File: src/assert_macros.svh
// Assertion macros shared by the decoder modules.
// Define NO_ASSERTIONS to compile every assertion away.
`ifndef ASSERT_MACROS_SVH
`define ASSERT_MACROS_SVH

`ifndef NO_ASSERTIONS

// Check a property on every rising clock edge outside reset.
`define ASSERT_CLK(lbl, clk, rst_n, prop, msg) \
    lbl: assert property (@(posedge clk) disable iff (!rst_n) prop) else $error(msg);

// Check that a condition never holds outside reset.
`define ASSERT_NEVER(lbl, clk, rst_n, cond, msg) \
    lbl: assert property (@(posedge clk) disable iff (!rst_n) !(cond)) else $error(msg);

`else

`define ASSERT_CLK(lbl, clk, rst_n, prop, msg)

`define ASSERT_NEVER(lbl, clk, rst_n, cond, msg)

`endif

`endif

File: src/rle8d_pkg.sv
// Types and constants of the RLE8 bitmap decoder.
// No dependencies; imported by every decoder module.
package rle8d_pkg;

    localparam int CODE_W    = 8;
    localparam int CFG_W     = 13;
    localparam int CFG_IDX_W = 1;
    localparam int ADDR_W    = 24;
    localparam int RUN_W     = 8;

    // Configuration register indexes
    localparam logic [CFG_IDX_W-1:0] CFG_IMAGE_WIDTH  = 1'b0;
    localparam logic [CFG_IDX_W-1:0] CFG_IMAGE_HEIGHT = 1'b1;

    // Second byte of an escape
    localparam logic [CODE_W-1:0] ESC_EOL   = 8'd0;
    localparam logic [CODE_W-1:0] ESC_END   = 8'd1;
    localparam logic [CODE_W-1:0] ESC_DELTA = 8'd2;

    typedef enum logic [1:0] {
        KIND_FILL    = 2'd0,
        KIND_LITERAL = 2'd1,
        KIND_END     = 2'd2
    } t_kind;

    typedef struct packed {
        logic [CODE_W-1:0] code_byte;
        logic              restart;
    } t_item;

    typedef struct packed {
        t_kind             kind;
        logic [ADDR_W-1:0] address;
        logic [RUN_W-1:0]  run_length;
        logic [CODE_W-1:0] pixel_value;
        logic              last;
    } t_result;

    // Parse phase of the front end
    typedef enum logic [2:0] {
        PH_COUNT = 3'd0,
        PH_VALUE = 3'd1,
        PH_DX    = 3'd2,
        PH_DY    = 3'd3,
        PH_LIT   = 3'd4,
        PH_PAD   = 3'd5
    } t_phase;

    // Commands passed from front end to back end
    typedef enum logic [2:0] {
        OP_NOP   = 3'd0,
        OP_FILL  = 3'd1,
        OP_EOL   = 3'd2,
        OP_END   = 3'd3,
        OP_DELTA = 3'd4,
        OP_LIT   = 3'd5
    } t_op;

    typedef struct packed {
        t_op               op;
        logic              restart;   // clear position and end flag first
        logic [CODE_W-1:0] count;     // fill count, or delta x
        logic [CODE_W-1:0] value;     // pixel value, or delta y
        logic              lit_last;  // literal closes its packet
    } t_cmd;

    // Back end sequencer states
    typedef enum logic [2:0] {
        BS_IDLE  = 3'd0,
        BS_EXEC  = 3'd1,
        BS_DADD  = 3'd2,
        BS_MOD   = 3'd3,
        BS_EOLA  = 3'd4,
        BS_ADV   = 3'd5,
        BS_CHECK = 3'd6,
        BS_EMIT  = 3'd7
    } t_bstate;

endpackage

File: src/rle8_bitmap_decoder_unit.sv
// RLE8 bitmap decoder top level: configuration registers, front end,
// command queue and back end. Depends on rle8d_pkg and all rle8d_* modules.
//
// Decodes an 8-bit run-length coded bitmap stream, one code byte per input
// item, into pixel writes against a linear buffer of image_width x
// image_height pixels. A count/value pair gives one fill-run result, each
// literal of an absolute-mode escape gives one literal-pixel result, and the
// end escape gives an end mark; the last result of an image has last set,
// and every write is clipped at the buffer size. Bytes after the end are
// swallowed silently until an item with restart set. The front end takes one
// byte per cycle whenever the four-entry command queue has room. The back
// end steps a fill or a literal through execute, advance and check, an end
// mark through execute and emit, a delta through a multiply by the width,
// then the add, advance and check, and an end-of-line through a row
// remainder formed one position bit per cycle, POS_W being the position
// width (25 bits at the default limits), then a round-up, advance and check.
// A result that finds the output register still full waits in the back end
// until the consumer takes the previous one. Results leave through
// a registered output that decouples the back end from the consumer.
// Configure the image size only while the decoder is idle.
module rle8_bitmap_decoder_unit
    import rle8d_pkg::*;
#(
    parameter int MAX_WIDTH  = 4096,
    parameter int MAX_HEIGHT = 4096
) (
    input  logic                 i_clk,
    input  logic                 i_rst_n,
    // code byte channel
    input  logic                 i_in_valid,
    output logic                 o_in_ready,
    input  t_item                i_in_item,
    // result channel
    output logic                 o_out_valid,
    input  logic                 i_out_ready,
    output t_result              o_out_result,
    // configuration writes
    input  logic                 i_cfg_we,
    input  logic [CFG_IDX_W-1:0] i_cfg_index,
    input  logic [CFG_W-1:0]     i_cfg_wdata
);

    localparam int QUEUE_DEPTH = 4;

    logic [CFG_W-1:0] r_image_width;
    logic [CFG_W-1:0] r_image_height;

    logic q_push;
    logic q_full;
    logic q_pop;
    logic q_empty;
    t_cmd q_wdata;
    t_cmd q_rdata;

    // Configuration registers; raw values, clamping happens in the back end
    always_ff @(posedge i_clk) begin
        if (!i_rst_n) begin
            r_image_width  <= CFG_W'(1);
            r_image_height <= CFG_W'(1);
        end else if (i_cfg_we) begin
            unique case (i_cfg_index)
                CFG_IMAGE_WIDTH:  r_image_width  <= i_cfg_wdata;
                CFG_IMAGE_HEIGHT: r_image_height <= i_cfg_wdata;
                default: begin
                end
            endcase
        end
    end

    // Front end: parse bytes, push one command per meaningful byte
    rle8d_front u_front (
        .i_clk   (i_clk),
        .i_rst_n (i_rst_n),
        .i_valid (i_in_valid),
        .o_ready (o_in_ready),
        .i_item  (i_in_item),
        .i_full  (q_full),
        .o_push  (q_push),
        .o_cmd   (q_wdata)
    );

    // Hold commands while the back end is busy on earlier ones
    rle8d_queue #(
        .DEPTH (QUEUE_DEPTH)
    ) u_queue (
        .i_clk   (i_clk),
        .i_rst_n (i_rst_n),
        .i_push  (q_push),
        .i_data  (q_wdata),
        .o_full  (q_full),
        .i_pop   (q_pop),
        .o_data  (q_rdata),
        .o_empty (q_empty)
    );

    // Back end: advance the write position, clip, detect the end, emit
    rle8d_back #(
        .MAX_WIDTH  (MAX_WIDTH),
        .MAX_HEIGHT (MAX_HEIGHT)
    ) u_back (
        .i_clk          (i_clk),
        .i_rst_n        (i_rst_n),
        .i_image_width  (r_image_width),
        .i_image_height (r_image_height),
        .i_cmd          (q_rdata),
        .i_empty        (q_empty),
        .o_pop          (q_pop),
        .o_out_valid    (o_out_valid),
        .i_out_ready    (i_out_ready),
        .o_out_result   (o_out_result)
    );

endmodule

File: src/rle8d_queue.sv
// Small command queue between decoder front end and back end.
// Depends on rle8d_pkg (t_cmd) and assert_macros.svh.
`include "assert_macros.svh"

module rle8d_queue
    import rle8d_pkg::*;
#(
    parameter int DEPTH = 4
) (
    input  logic i_clk,
    input  logic i_rst_n,
    input  logic i_push,
    input  t_cmd i_data,
    output logic o_full,
    input  logic i_pop,
    output t_cmd o_data,
    output logic o_empty
);

    localparam int PTR_W = $clog2(DEPTH);
    localparam int CNT_W = $clog2(DEPTH + 1);

    t_cmd             r_mem [DEPTH];
    logic [PTR_W-1:0] r_wr;
    logic [PTR_W-1:0] r_rd;
    logic [CNT_W-1:0] r_count;

    assign o_full  = (r_count == CNT_W'(DEPTH));
    assign o_empty = (r_count == '0);
    assign o_data  = r_mem[r_rd];

    always_ff @(posedge i_clk) begin
        if (i_push) begin
            r_mem[r_wr] <= i_data;
        end
    end

    always_ff @(posedge i_clk) begin
        if (!i_rst_n) begin
            r_wr    <= '0;
            r_rd    <= '0;
            r_count <= '0;
        end else begin
            if (i_push) begin
                r_wr <= (r_wr == PTR_W'(DEPTH - 1)) ? '0 : r_wr + 1'b1;
            end
            if (i_pop) begin
                r_rd <= (r_rd == PTR_W'(DEPTH - 1)) ? '0 : r_rd + 1'b1;
            end
            priority if (i_push && !i_pop) begin
                r_count <= r_count + 1'b1;
            end else if (i_pop && !i_push) begin
                r_count <= r_count - 1'b1;
            end
        end
    end

    `ASSERT_NEVER(a_queue_overflow, i_clk, i_rst_n, i_push && o_full && !i_pop, "push into full queue")
    `ASSERT_NEVER(a_queue_underflow, i_clk, i_rst_n, i_pop && o_empty, "pop from empty queue")

endmodule

File: src/rle8d_front.sv
// Decoder front end: accepts code bytes, tracks the packet syntax and
// turns each meaningful byte into a command. Depends on rle8d_pkg.
module rle8d_front
    import rle8d_pkg::*;
(
    input  logic  i_clk,
    input  logic  i_rst_n,
    input  logic  i_valid,
    output logic  o_ready,
    input  t_item i_item,
    input  logic  i_full,
    output logic  o_push,
    output t_cmd  o_cmd
);

    t_phase            r_phase,  n_phase;
    logic [CODE_W-1:0] r_count,  n_count;
    logic [CODE_W-1:0] r_dx,     n_dx;
    logic [CODE_W-1:0] r_left,   n_left;
    logic              r_odd,    n_odd;
    logic              accept;

    assign o_ready = !i_full;
    assign accept  = i_valid && o_ready;

    always_comb begin
        t_phase ph;
        ph      = i_item.restart ? PH_COUNT : r_phase;
        n_phase = ph;
        n_count = i_item.restart ? '0 : r_count;
        n_dx    = i_item.restart ? '0 : r_dx;
        n_left  = i_item.restart ? '0 : r_left;
        n_odd   = i_item.restart ? 1'b0 : r_odd;
        o_cmd.op       = OP_NOP;
        o_cmd.restart  = i_item.restart;
        o_cmd.count    = r_count;
        o_cmd.value    = i_item.code_byte;
        o_cmd.lit_last = 1'b0;
        unique case (ph)
            PH_COUNT: begin
                n_count = i_item.code_byte;
                n_phase = PH_VALUE;
            end
            PH_VALUE: begin
                n_phase = PH_COUNT;
                priority if (r_count != '0) begin
                    o_cmd.op = OP_FILL;
                end else if (i_item.code_byte == ESC_EOL) begin
                    o_cmd.op = OP_EOL;
                end else if (i_item.code_byte == ESC_END) begin
                    o_cmd.op = OP_END;
                end else if (i_item.code_byte == ESC_DELTA) begin
                    n_phase = PH_DX;
                end else begin
                    // absolute mode: literal count, pad after odd counts
                    n_left  = i_item.code_byte;
                    n_odd   = i_item.code_byte[0];
                    n_phase = PH_LIT;
                end
            end
            PH_DX: begin
                n_dx    = i_item.code_byte;
                n_phase = PH_DY;
            end
            PH_DY: begin
                o_cmd.op    = OP_DELTA;
                o_cmd.count = r_dx;
                n_phase     = PH_COUNT;
            end
            PH_LIT: begin
                o_cmd.op       = OP_LIT;
                o_cmd.lit_last = (r_left == 8'd1);
                n_left         = r_left - 1'b1;
                if (r_left == 8'd1) begin
                    n_phase = r_odd ? PH_PAD : PH_COUNT;
                end
            end
            PH_PAD: begin
                n_phase = PH_COUNT;
            end
            default: begin
                n_phase = PH_COUNT;
            end
        endcase
    end

    assign o_push = accept && ((o_cmd.op != OP_NOP) || i_item.restart);

    always_ff @(posedge i_clk) begin
        if (!i_rst_n) begin
            r_phase <= PH_COUNT;
            r_count <= '0;
            r_dx    <= '0;
            r_left  <= '0;
            r_odd   <= 1'b0;
        end else if (accept) begin
            r_phase <= n_phase;
            r_count <= n_count;
            r_dx    <= n_dx;
            r_left  <= n_left;
            r_odd   <= n_odd;
        end
    end

endmodule

File: src/rle8d_back.sv
// Decoder back end: carries out commands against the write position,
// clips at the image size and drives the result register.
// Depends on rle8d_pkg and assert_macros.svh.
`include "assert_macros.svh"

module rle8d_back
    import rle8d_pkg::*;
#(
    parameter int MAX_WIDTH  = 4096,
    parameter int MAX_HEIGHT = 4096
) (
    input  logic             i_clk,
    input  logic             i_rst_n,
    input  logic [CFG_W-1:0] i_image_width,
    input  logic [CFG_W-1:0] i_image_height,
    input  t_cmd             i_cmd,
    input  logic             i_empty,
    output logic             o_pop,
    output logic             o_out_valid,
    input  logic             i_out_ready,
    output t_result          o_out_result
);

    localparam int CFG_MAX  = (1 << CFG_W) - 1;
    localparam int EW_MAX   = (MAX_WIDTH < CFG_MAX) ? MAX_WIDTH : CFG_MAX;
    localparam int EH_MAX   = (MAX_HEIGHT < CFG_MAX) ? MAX_HEIGHT : CFG_MAX;
    localparam int WW       = $clog2(EW_MAX + 1);
    localparam int HW       = $clog2(EH_MAX + 1);
    localparam longint SIZE_MAX = longint'(EW_MAX) * longint'(EH_MAX);
    localparam longint AMT_MAX  = 255 * longint'(EW_MAX) + 255;
    localparam int SIZE_W   = $clog2(SIZE_MAX + 1);
    localparam int AMT_W    = $clog2(AMT_MAX + 1);
    localparam int POS_W    = $clog2(SIZE_MAX + AMT_MAX + 1);
    localparam int BIT_W    = $clog2(POS_W);

    t_bstate           r_state,  n_state;
    t_cmd              r_cmd,    n_cmd;
    logic [POS_W-1:0]  r_pos,    n_pos;
    logic              r_fin,    n_fin;
    logic [AMT_W-1:0]  r_amount, n_amount;
    logic [WW-1:0]     r_rem,    n_rem;
    logic [BIT_W-1:0]  r_bit,    n_bit;
    t_result           r_res,    n_res;
    logic              r_have,   n_have;
    logic              r_done,   n_done;
    logic              r_out_valid, n_out_valid;
    t_result           r_out,    n_out;

    logic [WW-1:0]     r_w_eff;
    logic [HW-1:0]     r_h_eff;
    logic [SIZE_W-1:0] r_size;

    logic [POS_W-1:0]  size_ext;
    logic [POS_W-1:0]  room;
    logic [POS_W-1:0]  amount_ext;
    logic              take_all;
    logic [POS_W-1:0]  adv_len;
    logic [POS_W-1:0]  adv_pos;
    logic              end_hit;
    logic [WW:0]       rem_shift;
    logic [WW-1:0]     rem_next;
    logic              out_free;

    // Clamp the configured dimensions and form the buffer size
    always_ff @(posedge i_clk) begin
        if (!i_rst_n) begin
            r_w_eff <= WW'(1);
            r_h_eff <= HW'(1);
            r_size  <= SIZE_W'(1);
        end else begin
            priority if (i_image_width == '0) begin
                r_w_eff <= WW'(1);
            end else if (i_image_width > CFG_W'(EW_MAX)) begin
                r_w_eff <= WW'(EW_MAX);
            end else begin
                r_w_eff <= WW'(i_image_width);
            end
            priority if (i_image_height == '0) begin
                r_h_eff <= HW'(1);
            end else if (i_image_height > CFG_W'(EH_MAX)) begin
                r_h_eff <= HW'(EH_MAX);
            end else begin
                r_h_eff <= HW'(i_image_height);
            end
            r_size <= SIZE_W'(r_w_eff) * SIZE_W'(r_h_eff);
        end
    end

    // Advance with clipping; a position already past the size grows freely
    assign size_ext   = POS_W'(r_size);
    assign room       = size_ext - r_pos;
    assign amount_ext = POS_W'(r_amount);
    assign take_all   = (size_ext < r_pos) || (amount_ext < room);
    assign adv_len    = take_all ? amount_ext : room;
    assign adv_pos    = take_all ? (r_pos + amount_ext) : size_ext;

    // Image ends once fewer than two pixels remain
    assign end_hit = ({1'b0, r_pos} + 1'b1) >= {1'b0, size_ext};

    // One remainder bit per cycle, most significant position bit first
    assign rem_shift = {r_rem, r_pos[r_bit]};
    assign rem_next  = (rem_shift >= {1'b0, r_w_eff}) ?
                       WW'(rem_shift - {1'b0, r_w_eff}) : WW'(rem_shift);

    assign out_free = !r_out_valid || i_out_ready;

    always_comb begin
        t_result v_res;
        logic    v_have;
        n_state     = r_state;
        n_cmd       = r_cmd;
        n_pos       = r_pos;
        n_fin       = r_fin;
        n_amount    = r_amount;
        n_rem       = r_rem;
        n_bit       = r_bit;
        n_res       = r_res;
        n_have      = r_have;
        n_done      = r_done;
        n_out_valid = r_out_valid && !i_out_ready;
        n_out       = r_out;
        o_pop       = 1'b0;
        v_res       = r_res;
        v_have      = r_have;
        unique case (r_state)
            BS_IDLE: begin
                if (!i_empty) begin
                    o_pop = 1'b1;
                    n_cmd = i_cmd;
                    priority if (i_cmd.restart) begin
                        n_pos   = '0;
                        n_fin   = 1'b0;
                        n_state = BS_EXEC;
                    end else if (!r_fin) begin
                        n_state = BS_EXEC;
                    end
                    // drop commands after the end of the image
                end
            end
            BS_EXEC: begin
                n_have            = 1'b0;
                n_done            = 1'b0;
                n_res.address     = ADDR_W'(r_pos);
                n_res.run_length  = '0;
                n_res.pixel_value = r_cmd.value;
                n_res.last        = 1'b0;
                n_res.kind        = KIND_FILL;
                unique case (r_cmd.op)
                    OP_FILL: begin
                        n_amount = AMT_W'(r_cmd.count);
                        n_have   = 1'b1;
                        n_done   = 1'b1;
                        n_state  = BS_ADV;
                    end
                    OP_LIT: begin
                        n_amount   = AMT_W'(1);
                        n_res.kind = KIND_LITERAL;
                        n_have     = 1'b1;
                        n_done     = r_cmd.lit_last;
                        n_state    = BS_ADV;
                    end
                    OP_END: begin
                        n_res.kind        = KIND_END;
                        n_res.pixel_value = '0;
                        n_res.last        = 1'b1;
                        n_have            = 1'b1;
                        n_fin             = 1'b1;
                        n_state           = BS_EMIT;
                    end
                    OP_EOL: begin
                        n_rem   = '0;
                        n_bit   = BIT_W'(POS_W - 1);
                        n_done  = 1'b1;
                        n_state = BS_MOD;
                    end
                    OP_DELTA: begin
                        n_amount = AMT_W'(r_cmd.value) * AMT_W'(r_w_eff);
                        n_done   = 1'b1;
                        n_state  = BS_DADD;
                    end
                    default: begin
                        n_state = BS_IDLE;
                    end
                endcase
            end
            BS_DADD: begin
                n_amount = r_amount + AMT_W'(r_cmd.count);
                n_state  = BS_ADV;
            end
            BS_MOD: begin
                n_rem = rem_next;
                if (r_bit == '0) begin
                    n_state = BS_EOLA;
                end else begin
                    n_bit = r_bit - 1'b1;
                end
            end
            BS_EOLA: begin
                // round up to the next row boundary unless already on one
                n_amount = (r_rem == '0) ? '0 : AMT_W'(r_w_eff) - AMT_W'(r_rem);
                n_state  = BS_ADV;
            end
            BS_ADV: begin
                n_pos            = adv_pos;
                n_res.run_length = RUN_W'(adv_len);
                n_state          = BS_CHECK;
            end
            BS_CHECK: begin
                if (r_done && end_hit) begin
                    n_fin = 1'b1;
                    if (r_have) begin
                        v_res.last = 1'b1;
                    end else begin
                        v_res.kind        = KIND_END;
                        v_res.address     = ADDR_W'(r_pos);
                        v_res.run_length  = '0;
                        v_res.pixel_value = '0;
                        v_res.last        = 1'b1;
                        v_have            = 1'b1;
                    end
                end
                n_res  = v_res;
                n_have = v_have;
                priority if (!v_have) begin
                    n_state = BS_IDLE;
                end else if (out_free) begin
                    n_out       = v_res;
                    n_out_valid = 1'b1;
                    n_have      = 1'b0;
                    n_state     = BS_IDLE;
                end else begin
                    n_state = BS_EMIT;
                end
            end
            BS_EMIT: begin
                if (out_free) begin
                    n_out       = r_res;
                    n_out_valid = 1'b1;
                    n_have      = 1'b0;
                    n_state     = BS_IDLE;
                end
            end
            default: begin
                n_state = BS_IDLE;
            end
        endcase
    end

    always_ff @(posedge i_clk) begin
        if (!i_rst_n) begin
            r_state     <= BS_IDLE;
            r_pos       <= '0;
            r_fin       <= 1'b0;
            r_have      <= 1'b0;
            r_done      <= 1'b0;
            r_out_valid <= 1'b0;
        end else begin
            r_state     <= n_state;
            r_pos       <= n_pos;
            r_fin       <= n_fin;
            r_have      <= n_have;
            r_done      <= n_done;
            r_out_valid <= n_out_valid;
        end
    end

    always_ff @(posedge i_clk) begin
        r_cmd    <= n_cmd;
        r_amount <= n_amount;
        r_rem    <= n_rem;
        r_bit    <= n_bit;
        r_res    <= n_res;
        r_out    <= n_out;
    end

    assign o_out_valid  = r_out_valid;
    assign o_out_result = r_out;

    `ASSERT_CLK(a_rem_below_width, i_clk, i_rst_n, (r_state == BS_MOD) |-> (r_rem < r_w_eff), "row remainder reached the width")
    `ASSERT_CLK(a_end_has_result, i_clk, i_rst_n, $rose(r_fin) |-> r_have || $rose(r_out_valid) || (r_out_valid && r_out.last), "image ended without a final result")

endmodule

File: config.mk
export PLATFORM = sky130hd
export DESIGN_NAME = rle8_bitmap_decoder_unit
export DESIGN_NICKNAME = d
export VERILOG_FILES = /design/src/rle8d_pkg.sv /design/src/rle8_bitmap_decoder_unit.sv /design/src/rle8d_queue.sv /design/src/rle8d_front.sv /design/src/rle8d_back.sv
export VERILOG_INCLUDE_DIRS = /design/src /design/src/src
export SDC_FILE = /design/constraint.sdc
export NUM_CORES = 1
export LEC_CHECK = 0
export BUFFER_PORTS_ARGS = -buffer_cell sky130_fd_sc_hd__buf_4
export CAP_MARGIN = 5
export CORE_MARGIN = 2
export CORE_UTILIZATION = 69
export CTS_CLUSTER_SIZE = 12
export DETAILED_ROUTE_END_ITERATION = 7
export PLACE_DENSITY = 0.87
export SLEW_MARGIN = 30
export SYNTH_ARGS = -nofsm -noshare
export SYNTH_HDL_FRONTEND = slang
export SYNTH_SLANG_ARGS = --single-unit
File: constraint.sdc
create_clock -name i_clk -period 19.24 [get_ports i_clk]
set_input_delay 3.848 -clock i_clk [delete_from_list [all_inputs] [get_ports i_clk]]
set_output_delay 3.848 -clock i_clk [all_outputs]
set_load 0.005 [all_outputs]
==> run summary <==
Worst-path cell chain: buf_4 -> nor4_1 -> nand2_1 -> nor2_1 -> a21oi_1 -> o21ai_0 -> nor4_1 -> nor2_1 -> ha_1 -> inv_1 -> fa_1 -> xor2_1 -> or3_1 -> a21oi_1
CP Max Fanout: 8
Die H: 209 µm
Clk_lat worst skew: 0.55 ns
Crit path DAT: 7.09 ns
PortBufs: 72
Clock Skews: 0.0182 ns
Mapped Cells: 2965
Leak: 13.5 nW
Hold Violations, Final: 0
Area Growth Syn to Fin: 7.55%
DRC Markers: 0
Peak supply drop: 0.0000765 V
Asr flop ratio synth: 0%
Commonest non-fill, non-tap cells in the layout: inv_1 (376), nand2_1 (315), ha_1 (240)
Pre-Repair DR Iteration Count: 7
Multi-input gate area: 17400 µm²
Final cell count without fillers: 3547
ANT cells: 0
Hold Buf Count CTS: 0
CTS max path bufs: 3
Final Util: 74.8%
Delay-heaviest family, CP: simple AND/OR/NAND/NOR gates
Vias in the first global route: 22967
Synth top area share: 23.6%
Max H-tree Level: 2
Via count: 22442
Layout Cell Area excl Fill: 31200 µm²
Die area: 43700 µm²
Final Critical Period: 6.64 ns
Achievable frequency: 151 MHz
Placed Area: 30000 µm²
Tightest Hold Check Type: reg2reg
Post-synth EDFFs: 228
Share of cells above drive strength 1: 9.04%
Overall Power: 2.94 mW
Final Max Tran Viols: 0
Nets: 3439
Final Setup Violations: 0
Number of post-CTS setup repair buffers: 0
Setup TNS: 0 ns
TritonCTS clock tree: built
Final ANT Viol Nets: 0
Startpoint types: primary input
Core Area: 41800 µm²
Synthesized area: 29000 µm²
Critical path data required time: 19.69 ns
Synthesized net count: 3424
R2R depth: 19
WP depth: 14
First-pass GRT wire length: 119 mm
Layout fillers: 2707
Worst Path Buf+Inv: 2
Crit-path slowest cell: o21ai_0
Die width: 209 µm
Ports: 73
Seq/Total Area, Yosys: 33.6%
Via density: 6.33
Initial core utilization: 69.5%
Num CTS Buffers: 41
Final Cycle Share: 34.5%
Most common cell after layout, fill and taps aside: inv_1
Synth Warn #: 0
Hpwl dp: 52.9 mm
Element type at the critical path end: flip-flop
Placer Congestion: 0.976
Inst Count DP: 3476
Synth Flop Type: edfxtp_1
P per Cell Area: 94.0 nW/µm²
Min-Delay Path Depth: 2
Gr usage total: 34.4%
Worst-path clk slew: 0.06 ns
Worst slew pin tran: 0.952 ns
Largest area contributor in the synthesized netlist: edfxtp_1
Row Count: 75
Iter 0 DRT Violations: 1998
Yosys cell types: 86
Max Cap Violations: 0
Largest net degree at the start of global routing: 82
Antenna violations before repair: 0
Overflow after GRT: 0
DRT Wirelength: 74.3 mm
Number of synthesized register bits: 374
Seq. cell area: 9780 µm²
WL/cell: 20.9 µm
Cts repair resizes: 0
Worst slew margin: 36.5%
Clock sinks: 374
Status: complete, no violations
Avg Cell Area, Syn: 9.79 µm²
Worst stage delay on the critical path: 0.49 ns
Root Buffer: clkbuf_16
Crit Path Category: in2reg
Unrepaired setup endpoints after global routing: false
Synth top area cells: edfxtp_1 (24%), fa_1 (13%), ha_1 (10%), dfxtp_1 (10%), inv_1 (4.9%)
## worst reg2reg max path, stage by stage, from the launching register on
cell and delay (ns):
dfxtp_1 0.70, nand2_1 0.19, fa_1 0.60, fa_1 0.45
fa_1 0.54, inv_1 0.05, fa_1 0.53, inv_1 0.07
fa_1 0.57, inv_1 0.06, ha_1 0.22, a21o_1 0.20
a21o_1 0.18, a21oi_1 0.27, o21ai_0 0.22, o31a_1 0.31
o41a_1 0.36, a31oi_1 0.23, xnor2_1 0.14, nor2_1 0.06
## logic make-up after synthesis
family	share of synthesized area, %
AO/OA/AOI/OAI	10.6
XOR/XNOR	4.34
adder cells (fa/ha/maj)	23.5
buffers and inverters	6.67
flip-flops	33.6
multiplexers	5.98
AND/OR/NAND/NOR	15.2
## synthesized netlist by cell type (84+ instances only)
master	count
ha_1	240
clkbuf_1	102
xnor2_1	94
fa_1	191
and2_1	154
a21oi_1	145
nand2_1	315
o21ai_0	84
nor2_1	170
edfxtp_1	228
inv_1	376
dfxtp_1	146
## metal layers
metal / track usage, % / share of wire, %
met1: 42.8 / 38
met4: 15.6 / 4.4
met5: 0 / 0
met3: 6.25 / 8.9
met2: 58.8 / 49
## path summary, 6_finish.rpt
| check | slack [ns] | startpoint | endpoint |
|---|---|---|---|
| max | 12.60 | i_in_item[6] | u_queue.r_count[2]$_SDFFE_PN0P_ |
| max reg2reg | 13.12 | u_back.r_h_eff[4]$_SDFF_PP0_ | u_back.r_size[24]$_SDFF_PN0_ |
| min | 0.47 | r_image_height[2]$_SDFFE_PN0P_ | r_image_height[2]$_SDFFE_PN0P_ |
| min reg2reg | 0.47 | r_image_height[2]$_SDFFE_PN0P_ | r_image_height[2]$_SDFFE_PN0P_ |
## per-stage QoR
step / setup WS, ns / hold WS, ns
2_1_floorplan: 11.45 / 0.434
3_3_place_gp: 12.29 / 0.456
3_5_place_dp: 12.09 / 0.461
4_1_cts: 12.64 / 0.468
5_1_grt: 12.19 / 0.493
6_report: 12.60 / 0.469
## power by group
group          total [mW]  internal [mW]  switching (mW)
Clock               0.749          0.435           0.314
Combinational       0.996          0.409           0.586
Sequential           1.19           1.02           0.175
## final cells by class
type / instances / area share (%)
Clock buffer: 58 / 3.73
Tap cell: 539 / 2.16
Inverter: 378 / 4.54
Sequential cell: 374 / 31.3
Timing Repair Buffer: 95 / 2.28
Clock inverter: 13 / 0.337
Multi-Input combinational cell: 2090 / 55.6
## state kept, by name (all words and copies together) (netlist names), 13 cells and up, named ones only
| name | flops |
|---|---|
| r_image_height | 13 |
| u_back.r_h_eff | 13 |
| u_queue.r_mem | 84 |
| u_back.o_out_result | 43 |
| u_back.r_size | 25 |
| u_back.r_amount | 20 |
| u_back.r_w_eff | 13 |
| u_back.r_cmd | 20 |
| u_back.r_res | 43 |
| u_back.r_pos | 25 |
| r_image_width | 13 |
| u_back.r_rem | 13 |
Note: power is estimated with default switching activity, not from simulation.
